$ cat src/rtl/halton_radical_inverse_macros.svh
// Assertion macros shared by the radical inverse RTL.
// Needs clk and arst_n in the scope of the module that uses them.
`ifndef HALTON_RADICAL_INVERSE_MACROS_SVH
`define HALTON_RADICAL_INVERSE_MACROS_SVH

// condition must hold at every edge outside reset
`define HRI_ASSERT(label, cond, msg) \
	label: assert property (@(posedge clk) disable iff (!arst_n) (cond)) else $error(msg);

// antecedent implies consequent at the same edge
`define HRI_ASSERT_IMPL(label, ante, cons, msg) \
	label: assert property (@(posedge clk) disable iff (!arst_n) (ante) |-> (cons)) \
		else $error(msg);

// antecedent implies consequent at the next edge
`define HRI_ASSERT_NEXT(label, ante, cons, msg) \
	label: assert property (@(posedge clk) disable iff (!arst_n) (ante) |=> (cons)) \
		else $error(msg);

`endif

$ cat src/rtl/hri_pkg.sv
// Types and constants for the radical inverse block.
// No dependencies; used by every module of the block.
`default_nettype none
package hri_pkg;

	localparam int BASE_W = 8;

	typedef logic [BASE_W-1:0] base_t;

	localparam base_t MIN_BASE   = base_t'(2);
	localparam base_t RESET_BASE = base_t'(2);

	// radix in use: values below two act as two
	function automatic base_t eff_base(input base_t raw);
		eff_base = (raw < MIN_BASE) ? MIN_BASE : raw;
	endfunction

endpackage
`default_nettype wire

$ cat src/rtl/hri_digit.sv
// One digit unit: three stages that peel one base digit off the index and fold it
// into the mirrored numerator and the power of the base. Depends on hri_pkg and the macros.
`default_nettype none
`include "halton_radical_inverse_macros.svh"
module hri_digit import hri_pkg::*; #(
	parameter int IB = 31,
	parameter int PW = 39
) (
	input  wire logic          clk,
	input  wire logic          arst_n,
	input  wire logic          en,
	input  wire base_t         b,
	input  wire logic [IB-1:0] recip,
	input  wire logic          v_in,
	input  wire logic [IB-1:0] n_in,
	input  wire logic [PW-1:0] r_in,
	input  wire logic [PW-1:0] p_in,
	output logic               v_out,
	output logic [IB-1:0]      n_out,
	output logic [PW-1:0]      r_out,
	output logic [PW-1:0]      p_out
);
	logic            v_s1, v_s2, v_s3;
	logic [2*IB-1:0] prod_s1;
	logic [IB-1:0]   n_s1, qe_s2, n_s3;
	logic [PW-1:0]   r_s1, p_s1, r_s2, p_s2, r_s3, p_s3;
	logic            nz_s2;
	logic [BASE_W:0] rem_s2;

	logic [IB-1:0]   qe;
	logic [IB+7:0]   qb;
	logic [IB+7:0]   diff;
	logic            ge;
	logic [BASE_W:0] dig;
	logic [PW+7:0]   rb;
	logic [PW+7:0]   pb;

	assign qe   = prod_s1[2*IB-1:IB];
	assign qb   = (IB+8)'(qe) * (IB+8)'(b);
	assign diff = (IB+8)'(n_s1) - qb;
	assign ge   = rem_s2 >= {1'b0, b};
	assign dig  = ge ? rem_s2 - {1'b0, b} : rem_s2;
	assign rb   = (PW+8)'(r_s2) * (PW+8)'(b);
	assign pb   = (PW+8)'(p_s2) * (PW+8)'(b);

	always_ff @(posedge clk or negedge arst_n) begin
		if (!arst_n) begin
			v_s1 <= 1'b0;
			v_s2 <= 1'b0;
			v_s3 <= 1'b0;
		end else if (en) begin
			v_s1 <= v_in;
			v_s2 <= v_s1;
			v_s3 <= v_s2;
		end
	end

	always_ff @(posedge clk) begin
		if (en) begin
			prod_s1 <= (2*IB)'(n_in) * (2*IB)'(recip);
			n_s1    <= n_in;
			r_s1    <= r_in;
			p_s1    <= p_in;
			qe_s2   <= qe;
			rem_s2  <= diff[BASE_W:0];
			nz_s2   <= n_s1 != '0;
			r_s2    <= r_s1;
			p_s2    <= p_s1;
			if (nz_s2) begin
				n_s3 <= qe_s2 + IB'(ge);
				r_s3 <= rb[PW-1:0] + PW'(dig[BASE_W-1:0]);
				p_s3 <= pb[PW-1:0];
			end else begin
				n_s3 <= '0;
				r_s3 <= r_s2;
				p_s3 <= p_s2;
			end
		end
	end

	assign v_out = v_s3;
	assign n_out = n_s3;
	assign r_out = r_s3;
	assign p_out = p_s3;

	`HRI_ASSERT_IMPL(a_rem_range, v_s2 && nz_s2, rem_s2 < ({1'b0, b} << 1), "digit estimate off by more than one")

endmodule
`default_nettype wire

$ cat config.mk
export PLATFORM = sky130hd
export DESIGN_NAME = hri_digit
export DESIGN_NICKNAME = d
export VERILOG_FILES = /design/src/rtl/hri_pkg.sv /design/src/rtl/hri_digit.sv
export VERILOG_INCLUDE_DIRS = /design/src /design/src/rtl
export SDC_FILE = /design/constraint.sdc
export NUM_CORES = 2
export LEC_CHECK = 0
export BUFFER_PORTS_ARGS = -buffer_cell sky130_fd_sc_hd__buf_2
export CAP_MARGIN = 40
export CORE_ASPECT_RATIO = 1.1
export CORE_UTILIZATION = 35
export DETAILED_ROUTE_END_ITERATION = 8
export PLACE_DENSITY = 0.55
export SKIP_CTS_REPAIR_TIMING = 1
export SYNTH_ARGS = -nofsm -noshare
export SYNTH_HDL_FRONTEND = slang
export SYNTH_SLANG_ARGS = --single-unit
$ cat constraint.sdc
create_clock -name clk -period 7.1 [get_ports clk]
set_clock_uncertainty 0.05 [all_clocks]
set_input_delay 1.065 -clock clk [delete_from_list [all_inputs] [get_ports clk]]
set_output_delay 1.065 -clock clk [all_outputs]
set_load 0.005 [all_outputs]
==> summary.txt <==
Outcome
  – Run status: complete, but fails checks
  – Failing checks: setup timing

Placement
  – HPWL after detailed placement: 136000 um
  – Routability-driven placement congestion ratio: 0.876
  – I/O Buffers: 261
  – Pre-CTS setup slack: -1.52 ns
  – Dpl cells: 8755

Clocking
  – Deepest clock path buffer count: 3
  – CTS buffer count: 43
  – Clk slew on worst S/H paths: 0.06 ns
  – Root Driver: clkbuf_16
  – Total clock sinks: 371
  – CTS tree: built
  – H-Tree Depth: 2
  – Worst-Skew Late Latency: 0.63 ns

Global routing
  – Largest net degree at the start of global routing: 164
  – First-pass GRT wire length: 264000 um
  – Vias in the first global route: 46783
  – All-Layer GR Usage: 19.0%
  – Antenna violations before repair: 12
  – GR Overflow Total: 0

STA
  – Final Hold Viols: 0
  – Worst slew pin tran: 1.03 ns
  – Slew Viols, Final: 0
  – Max frequency: 131 MHz
  – RSZ-0062 raised after global routing: true
  – # setup viols final: 25
  – Slew HR: 31.1%
  – Sum Neg Setup Slack: -6.35 ns
  – Crit share post-route: 107%
  – Final worst-path setup slack: -0.521 ns
  – Fin crit period: 7.62 ns

Yosys
  – Yosys reg bits: 371
  – Unique masters post-synth: 73
  – Syn avg cell area: 10.1 um2
  – Yosys warning count: 0
  – Ys async rst share: 0.809%
  – Post-Synthesis Net Count: 7925
  – Cell Area, Synth: 0.0616 mm2
  – Post-Syn Instances: 6100
  – Most common flop cell mapped by yosys: edfxtp_1
  – Number of flops mapped to enable cells by yosys: 368
  – Register area share after synthesis: 18.0%

Worst setup path
  – Slowest stage cell, crit path: fa_1
  – CP required: 7.42 ns
  – Startpoint types: input pin
  – Setup crit end kind: register
  – Critical path buffer and inverter count: 5
  – Critical path depth in cells: 25
  – Delay-heaviest family, CP: adder cells
  – CP peak stage delay: 0.56 ns
  – Maximum fanout along the worst path: 9
  – Arrival time worst endpoint: 7.94 ns
  – Critical path class: in2reg
  – Most repeated library cell on the critical path: fa_1
  – Cells on worst reg2reg path: 28

Finish
  – Area Overhead vs Synth: 16.7%
  – Storage cell area: 0.0111 mm2
  – Multi-input gate area: 0.0457 mm2
  – Fin cells: 8877
  – Fillcell total: 17041
  – Layout Nets: 8385
  – Layout cell share with drive strength beyond 1: 16.6%

Die
  – Die ar.: 0.178 mm2
  – Die Y: 442 um
  – Initial Utilization: 35.2%
  – Io pins: 262
  – Num rows: 161
  – Chip Width: 402 um
  – Total core area: 0.175 mm2

Detailed routing
  – Total wire length: 169000 um
  – Post-route DRC: 0
  – Drt initial violations: 2104
  – Routed vias: 42726
  – DRT Pass-1 Iters: 5
  – Final antenna-violating net count: 0
  – Routed WL per cell: 19.1 um
  – Avg Vias per Cell: 4.81

Min path
  – Worst min path class: in2async

Flow run
  – Maxcap violations: 0
[flip-flops by register name, indices dropped and copies added (netlist names)]
register,cells
p_s1,39
v_s1,1
r_s1,39
nz_s2,1
qe_s2,31
p_s2,39
rem_s2,9
r_out,39
v_s2,1
p_out,39
r_s2,39
n_s1,31
n_out,31
v_out,1
prod_s1,31
[routing by layer]
layer / GRT usage [%] / part of all wire (%) / vias to the layer above
met5: 0 / 0.017 / -
met4: 4.66 / 2.3 / 4
met3: 3.27 / 5.9 / 179
met2: 32.4 / 49 / 1049
met1: 25.0 / 43 / 22237
li1: - / - / 19257
[cell families (layout without fill, tap and decap cells)]
group           after synthesis  count (layout)  share of synthesized area (%)
simple gates               1896            1896                           15.6
mux                          68              68                           1.24
compound gates              365             365                           3.87
flops                       371             371                           18.0
buf+inv                    1559            2052                           9.49
xor+xnor                    168             168                           2.39
fa+ha+maj                  1673            1673                           49.3
other cells                   0               2                              0
[cell type report]
class / instances / area share (%)
multi-input combinational: 4170 / 63.5
sequential: 371 / 15.5
timing repair buffer: 724 / 8.49
inverter: 1250 / 6.53
tap: 2282 / 3.97
clock buffer: 48 / 1.52
clock inverter: 30 / 0.530
antenna: 2 / 0.00695
[worst paths after layout]
check,start,endpoint,slack [ns]
max in group asynchronous,arst_n,v_s2,6.72
min in group clk,p_s1[29],p_s2[29],0.37
setup / recovery,n_in[17],prod_s1[59],-0.52
setup reg to reg,rem_s2[1],r_out[38],0.28
hold / removal,arst_n,v_out,0.17
hold reg to reg,p_s1[29],p_s2[29],0.37
[cell usage after synthesis, types with 20 or more instances]
library cell / number / area (um2)
a21oi_1: 116 / 581
fa_1: 1263 / 25300
edfxtp_1: 368 / 11100
nor2_1: 87 / 327
nand3_1: 33 / 165
xor2_1: 55 / 482
inv_1: 1250 / 4690
clkbuf_1: 275 / 1030
buf_1: 33 / 124
nor3_1: 20 / 100
ha_1: 410 / 5130
mux2_2: 64 / 721
nand2_1: 792 / 2970
nor2b_1: 20 / 125
nand4_1: 21 / 131
and3_1: 20 / 125
a21o_1: 64 / 480
o21ai_0: 66 / 330
xnor2_1: 113 / 990
and2_1: 842 / 5270
[cells in the final DEF (no fill, tap or decap), types with 17 or more instances in the layout]
master	synthesis	final
nor2_1	87	82
a21oi_2	0	17
xor2_1	55	54
clkbuf_16	0	53
inv_2	0	30
fa_2	0	52
nand2_1	792	790
fa_1	1263	1211
buf_2	0	217
buf_4	0	360
ha_1	410	386
xnor2_1	113	112
buf_12	0	51
nor2b_1	20	19
edfxtp_1	368	368
mux2_2	64	62
nand3_1	33	33
a21o_1	64	63
and2_1	842	812
nand4_1	21	21
and2_4	0	30
buf_6	0	67
inv_1	1250	1219
a21oi_1	116	95
and3_1	20	18
ha_4	0	19
o21ai_0	66	49
[metrics by stage]
stage | util, % | hold WS, ns | instance area (um2)
finish | 41.1 | 0.172 | 72000
global route | 41.1 | 0.134 | 72000
CTS | 39.9 | 0.101 | 69800
detailed placement | 39.0 | 0.355 | 68300
global placement | 39.0 | 0.354 | 68200
floorplan | - | 0.350 | 61900
Power is not shown: default switching activity piles up to over one toggle a cycle in this logic, so the estimate is an artifact.
