$ cat src/rtl/halton_radical_inverse_macros.svh
// Assertion macros shared by the radical inverse RTL.
// Needs clk and arst_n in the scope of the module that uses them.
`ifndef HALTON_RADICAL_INVERSE_MACROS_SVH
`define HALTON_RADICAL_INVERSE_MACROS_SVH

// condition must hold at every edge outside reset
`define HRI_ASSERT(label, cond, msg) \
	label: assert property (@(posedge clk) disable iff (!arst_n) (cond)) else $error(msg);

// antecedent implies consequent at the same edge
`define HRI_ASSERT_IMPL(label, ante, cons, msg) \
	label: assert property (@(posedge clk) disable iff (!arst_n) (ante) |-> (cons)) \
		else $error(msg);

// antecedent implies consequent at the next edge
`define HRI_ASSERT_NEXT(label, ante, cons, msg) \
	label: assert property (@(posedge clk) disable iff (!arst_n) (ante) |=> (cons)) \
		else $error(msg);

`endif

$ cat src/rtl/hri_pkg.sv
// Types and constants for the radical inverse block.
// No dependencies; used by every module of the block.
`default_nettype none
package hri_pkg;

	localparam int BASE_W = 8;

	typedef logic [BASE_W-1:0] base_t;

	localparam base_t MIN_BASE   = base_t'(2);
	localparam base_t RESET_BASE = base_t'(2);

	// radix in use: values below two act as two
	function automatic base_t eff_base(input base_t raw);
		eff_base = (raw < MIN_BASE) ? MIN_BASE : raw;
	endfunction

endpackage
`default_nettype wire

$ cat src/rtl/hri_recip.sv
// Base register and reciprocal unit: floor(2^IB / base), one quotient bit a cycle.
// Depends on hri_pkg and halton_radical_inverse_macros.svh.
`default_nettype none
`include "halton_radical_inverse_macros.svh"
module hri_recip import hri_pkg::*; #(
	parameter int IB = 31
) (
	input  wire logic          clk,
	input  wire logic          arst_n,
	input  wire logic          cfg_valid,
	output logic               cfg_ready,
	input  wire base_t         base,
	output base_t              b_eff,
	output logic [IB-1:0]      recip,
	output logic               busy
);
	localparam int CW = $clog2(IB + 1);

	base_t           base_q;
	logic            busy_q;
	logic [CW-1:0]   cnt_q;
	logic [BASE_W-1:0] rem_q;
	logic [IB-1:0]   m_q;
	logic [BASE_W:0] rem2;
	logic            ge;

	assign b_eff     = eff_base(base_q);
	assign recip     = m_q;
	assign busy      = busy_q;
	assign cfg_ready = !busy_q;
	assign rem2      = {rem_q, 1'b0};
	assign ge        = rem2 >= {1'b0, b_eff};

	always_ff @(posedge clk or negedge arst_n) begin
		if (!arst_n) begin
			base_q <= RESET_BASE;
			busy_q <= 1'b0;
			cnt_q  <= '0;
			rem_q  <= '0;
			m_q    <= {1'b1, {(IB-1){1'b0}}};
		end else if (busy_q) begin
			rem_q <= ge ? BASE_W'(rem2 - {1'b0, b_eff}) : rem_q << 1;
			m_q   <= {m_q[IB-2:0], ge};
			cnt_q <= cnt_q - CW'(1);
			if (cnt_q == CW'(1)) begin
				busy_q <= 1'b0;
			end
		end else if (cfg_valid) begin
			base_q <= base;
			busy_q <= 1'b1;
			cnt_q  <= CW'(IB);
			rem_q  <= BASE_W'(1);
			m_q    <= '0;
		end
	end

	logic [IB+8:0] mb;
	logic [IB+8:0] mb1;
	logic [IB+8:0] one_shl;
	assign mb      = (IB+9)'(m_q) * (IB+9)'(b_eff);
	assign mb1     = mb + (IB+9)'(b_eff);
	assign one_shl = (IB+9)'(1) << IB;

	`HRI_ASSERT_IMPL(a_recip_exact, $fell(busy_q), (mb <= one_shl) && (mb1 > one_shl), "reciprocal not floor(2^IB/b)")
	`HRI_ASSERT_NEXT(a_cfg_starts, cfg_valid && cfg_ready, busy_q, "write did not start reciprocal")

endmodule
`default_nettype wire

$ cat config.mk
export PLATFORM = sky130hd
export DESIGN_NAME = hri_recip
export DESIGN_NICKNAME = d
export VERILOG_FILES = /design/src/rtl/hri_pkg.sv /design/src/rtl/hri_recip.sv
export VERILOG_INCLUDE_DIRS = /design/src /design/src/rtl
export SDC_FILE = /design/constraint.sdc
export NUM_CORES = 1
export LEC_CHECK = 0
export BUFFER_PORTS_ARGS = -buffer_cell sky130_fd_sc_hd__buf_2
export CAP_MARGIN = 20
export CELL_PAD_IN_SITES_DETAIL_PLACEMENT = 1
export CELL_PAD_IN_SITES_GLOBAL_PLACEMENT = 2
export CORE_UTILIZATION = 33
export DETAILED_ROUTE_END_ITERATION = 7
export HOLD_SLACK_MARGIN = 0.03
export PLACE_DENSITY = 0.83
export SETUP_SLACK_MARGIN = 0.5
export SYNTH_ARGS = -nofsm -noshare
export SYNTH_HDL_FRONTEND = slang
export SYNTH_SLANG_ARGS = --single-unit
$ cat constraint.sdc
create_clock -name clk -period 3 [get_ports clk]
set_clock_uncertainty 0.15 [all_clocks]
set_input_delay 0.15 -clock clk [delete_from_list [all_inputs] [get_ports clk]]
set_output_delay 0.15 -clock clk [all_outputs]
set_load 0.02 [all_outputs]
==> results.yml <==
logic_synthesis:
  syn-num-nets: 302
  ys_top_cells_by_area: "dfrtp_1 (50%), nand2_1 (11%), o21ai_0 (8.2%)"
  synth_xor_xnor_area_share_pct: 2.75
  synth_common_cells: "nand2_1 (72), dfrtp_1 (51), o21ai_0 (42), clkbuf_1 (16), inv_1 (14)"
  synth_top_area_share_pct: 50.0
  ys_seq_elements: 53
  synth_top_family_by_area: "compound AO/OA/AOI/OAI gates"
  ys_seq_area_share_pct: 52.1
  yosysTopAreaCell: "dfrtp_1"
  synth_compound_area_share_pct: 16.6
  synth_fa_ha_area_share_pct: 5.69
  synth-edff-count: 0
  ys_warn_count: 0
  synth.area.mux_share_pct: 1.67
  synthCells: 280
  async_flop_share_pct: 100
  synth_area_mm2: 0.00255
  syn_avg_cell_area_um2: 9.11
  synth_cell_type_count: 35
  yosys.area_share.simple_pct: 16.1
  yosys_most_used_dff: "dfrtp_1"
  yosysMostFrequentCell: "nand2_1"
placed_design:
  port-buffer-count: 51
  gp_congestion: 0.792
  dp_slack_ns: 0.332
  dpl.hpwl_um: 4320
job:
  max_cap_violations: 0
sta:
  min_period_over_period_pct: 84.8
  fin_ws_ns: 0.457
  setup-violations-final: 0
  setup_tns_ns: 0
  slew_violations: 0
  timing.fmax_mhz: 393
  tightest_slew_ns: 0.678
  finalHoldViolCount: 0
  slew_headroom_pct: 54.8
  fin_crit_ns: 2.54
  rsz0062_at_grt: "yes"
die:
  dieWidth_um: 89.9
  die_area_mm2: 0.00808
  rows: 31
  dieHeight_um: 89.9
  initial_core_util_pct: 34.6
  ios: 52
  core-area_mm2: 0.00737
clock_network:
  cts_root_buf: "clkbuf_8"
  clockBufferDepth: 2
  h-tree-depth: 2
  cts_tree: "done"
  numCtsBuffers: 5
  clock-sinks: 53
  insertion_delay_ns: 0.30
  cts.clk_slew.worst_paths_ns: 0.10
setup_path:
  critPathMaxFanout: 7
  worstSetupStartpointType: "flop"
  cp.required_ns: 3.01
  cp-end-kind: "flop"
  ff2ff_setup_slack_ns: 0.46
  timing.rr.end: "rem_q[2]$_DFFE_PN0P_"
  worstSetupPathType: "flop to flop"
  rr_startpoint: "base_q[2]$_DFFE_PN0P_"
  rr_worst_depth: 9
  crit_arrival_ns: 2.55
drt:
  firstDrtPassIters: 4
  wl_per_cell_um: 14.8
  wl_met2_um: 3110
  drt_wl_total_um: 6490
  top_layer: "met4"
  ant_nets: 0
  vias: 2190
  dr_wl_met3_um: 213
  drtIter0Drc: 124
  vias_per_cell: 5.00
  drc: 0
  drt-met1-wl_um: 3060
final_layout:
  area_growth_pct: 25.0
  fill_cells: 882
  layout.nets: 360
  drive_gt1_share_pct: 26.3
  antenna_cells: 0
pwr:
  power.density_mw_per_mm2: 1320
  p_total_uw: 4190
  ir_drop_mv: 0.447
  p_leak_uw: 0.00148
global_routing:
  grt_max_degree: 42
  grt_overflow_total: 0
  grt_first_pass_wirelength_um: 11500
  antenna_found_initial: 0
  grt_pass1_vias: 2405
  grtUsageTotal_pct: 17.2
status:
  status: "complete, no violations"
worst_hold_path:
  hold_class: "input pin to asynchronous set/reset pin"
[area by class of cell]
| type | count | area (µm²) | share of cell area, % |
|---|---|---|---|
| sequential | 53 | 1330 | 41.7 |
| inverter | 14 | 52.6 | 1.65 |
| timing repair buffer | 71 | 432 | 13.5 |
| multi-input combinational | 193 | 1160 | 36.4 |
| clock buffer | 5 | 68.8 | 2.16 |
| clock inverter | 3 | 21.3 | 0.667 |
| tap | 99 | 124 | 3.89 |
[worst max-delay path by stage]
stage                                startpoint  slack (ns)                    to  cells past startpoint
after floorplan           base_q[2]$_DFFE_PN0P_        0.53  rem_q[2]$_DFFE_PN0P_                      9
after global placement    base_q[2]$_DFFE_PN0P_        0.42  rem_q[2]$_DFFE_PN0P_                      9
after detailed placement  base_q[2]$_DFFE_PN0P_        0.33  rem_q[2]$_DFFE_PN0P_                      9
after CTS                 base_q[7]$_DFFE_PN0P_        0.44  rem_q[2]$_DFFE_PN0P_                      9
after global routing      base_q[2]$_DFFE_PN0P_        0.36  rem_q[2]$_DFFE_PN0P_                      9
final                     base_q[2]$_DFFE_PN0P_        0.46  rem_q[2]$_DFFE_PN0P_                      9
[per-layer routing]
metal	up-vias	GRT usage, %
li1	1049	-
met1	1089	22.7
met2	41	29.2
met3	11	3.47
met4	0	4.17
met5	-	0
[metrics by stage]
stage	cell area [µm²]	utilization, %	instances	hold slack, ns
floorplan	2550	-	280	-0.296
global placement	2890	39.2	414	0.0763
detailed placement	2890	39.2	414	0.0740
CTS	3170	43.0	437	0.264
global route	3190	43.2	438	0.287
finish	3190	43.2	438	0.241
[power breakdown]
group,switching (µW),leakage [µW],internal (µW)
clock,246,0.0000445,166
sequential,313,0.000645,1080
combinational,1390,0.000790,993
[kinds of logic after synthesis]
kind of cell	count (synthesis)
multiplexers	4
flip-flops	53
adder cells (fa/ha/maj)	11
AO/OA/AOI/OAI	74
AND/OR/NAND/NOR	96
XOR/XNOR	8
buffers and inverters	34
[sequential cells by signal (all words and copies together) (netlist names)]
name	cells
rem_q	8
cnt_q	5
recip	31
base_q	8
busy	1
[cells in the final DEF (no fill, tap or decap), drive strengths merged, types with 2 or more instances in the layout]
| master | netlist | final |
|---|---|---|
| nand2 | 73 | 73 |
| buf | 4 | 62 |
| dfrtp | 51 | 51 |
| o21ai | 43 | 43 |
| inv | 14 | 15 |
| a21oi | 11 | 11 |
| ha | 10 | 10 |
| dlygate4sd3 | 0 | 9 |
| nor3 | 9 | 9 |
| xnor2 | 6 | 6 |
| clkbuf | 16 | 5 |
| nor2 | 4 | 4 |
| a31oi | 4 | 4 |
| nor3b | 4 | 4 |
| nand3 | 3 | 3 |
| xor2 | 2 | 2 |
| a21o | 2 | 2 |
| o31ai | 2 | 2 |
| a32oi | 2 | 2 |
| mux2i | 2 | 2 |
| a22o | 2 | 2 |
| mux2 | 2 | 2 |
| dfstp | 2 | 2 |
| nor2b | 2 | 2 |
| a211o | 2 | 2 |
[repair_timing]
| action | 4_1_cts | 5_1_grt |
|---|---|---|
| gates resized for setup | 15 | 3 |
| hold buffers | 9 | 0 |
| setup buffers | 6 | 1 |
| setup endpoints to repair | 8 | 9 |
| endpoints found under the hold margin | 33 | 0 |
| pin swaps | 11 | 5 |
[worst max-delay path, stage by stage, from the launching register on]
cell and delay, ns:
dfrtp_1 0.42, nor4_4 0.34, a21oi_2 0.12, ha_4 0.17, a21o_1 0.16, a211o_1 0.25, a211o_2 0.37, nand2_4 0.11
mux2i_1 0.20, o22ai_1 0.10
No activity file was read; power rests on OpenSTA's default activity.
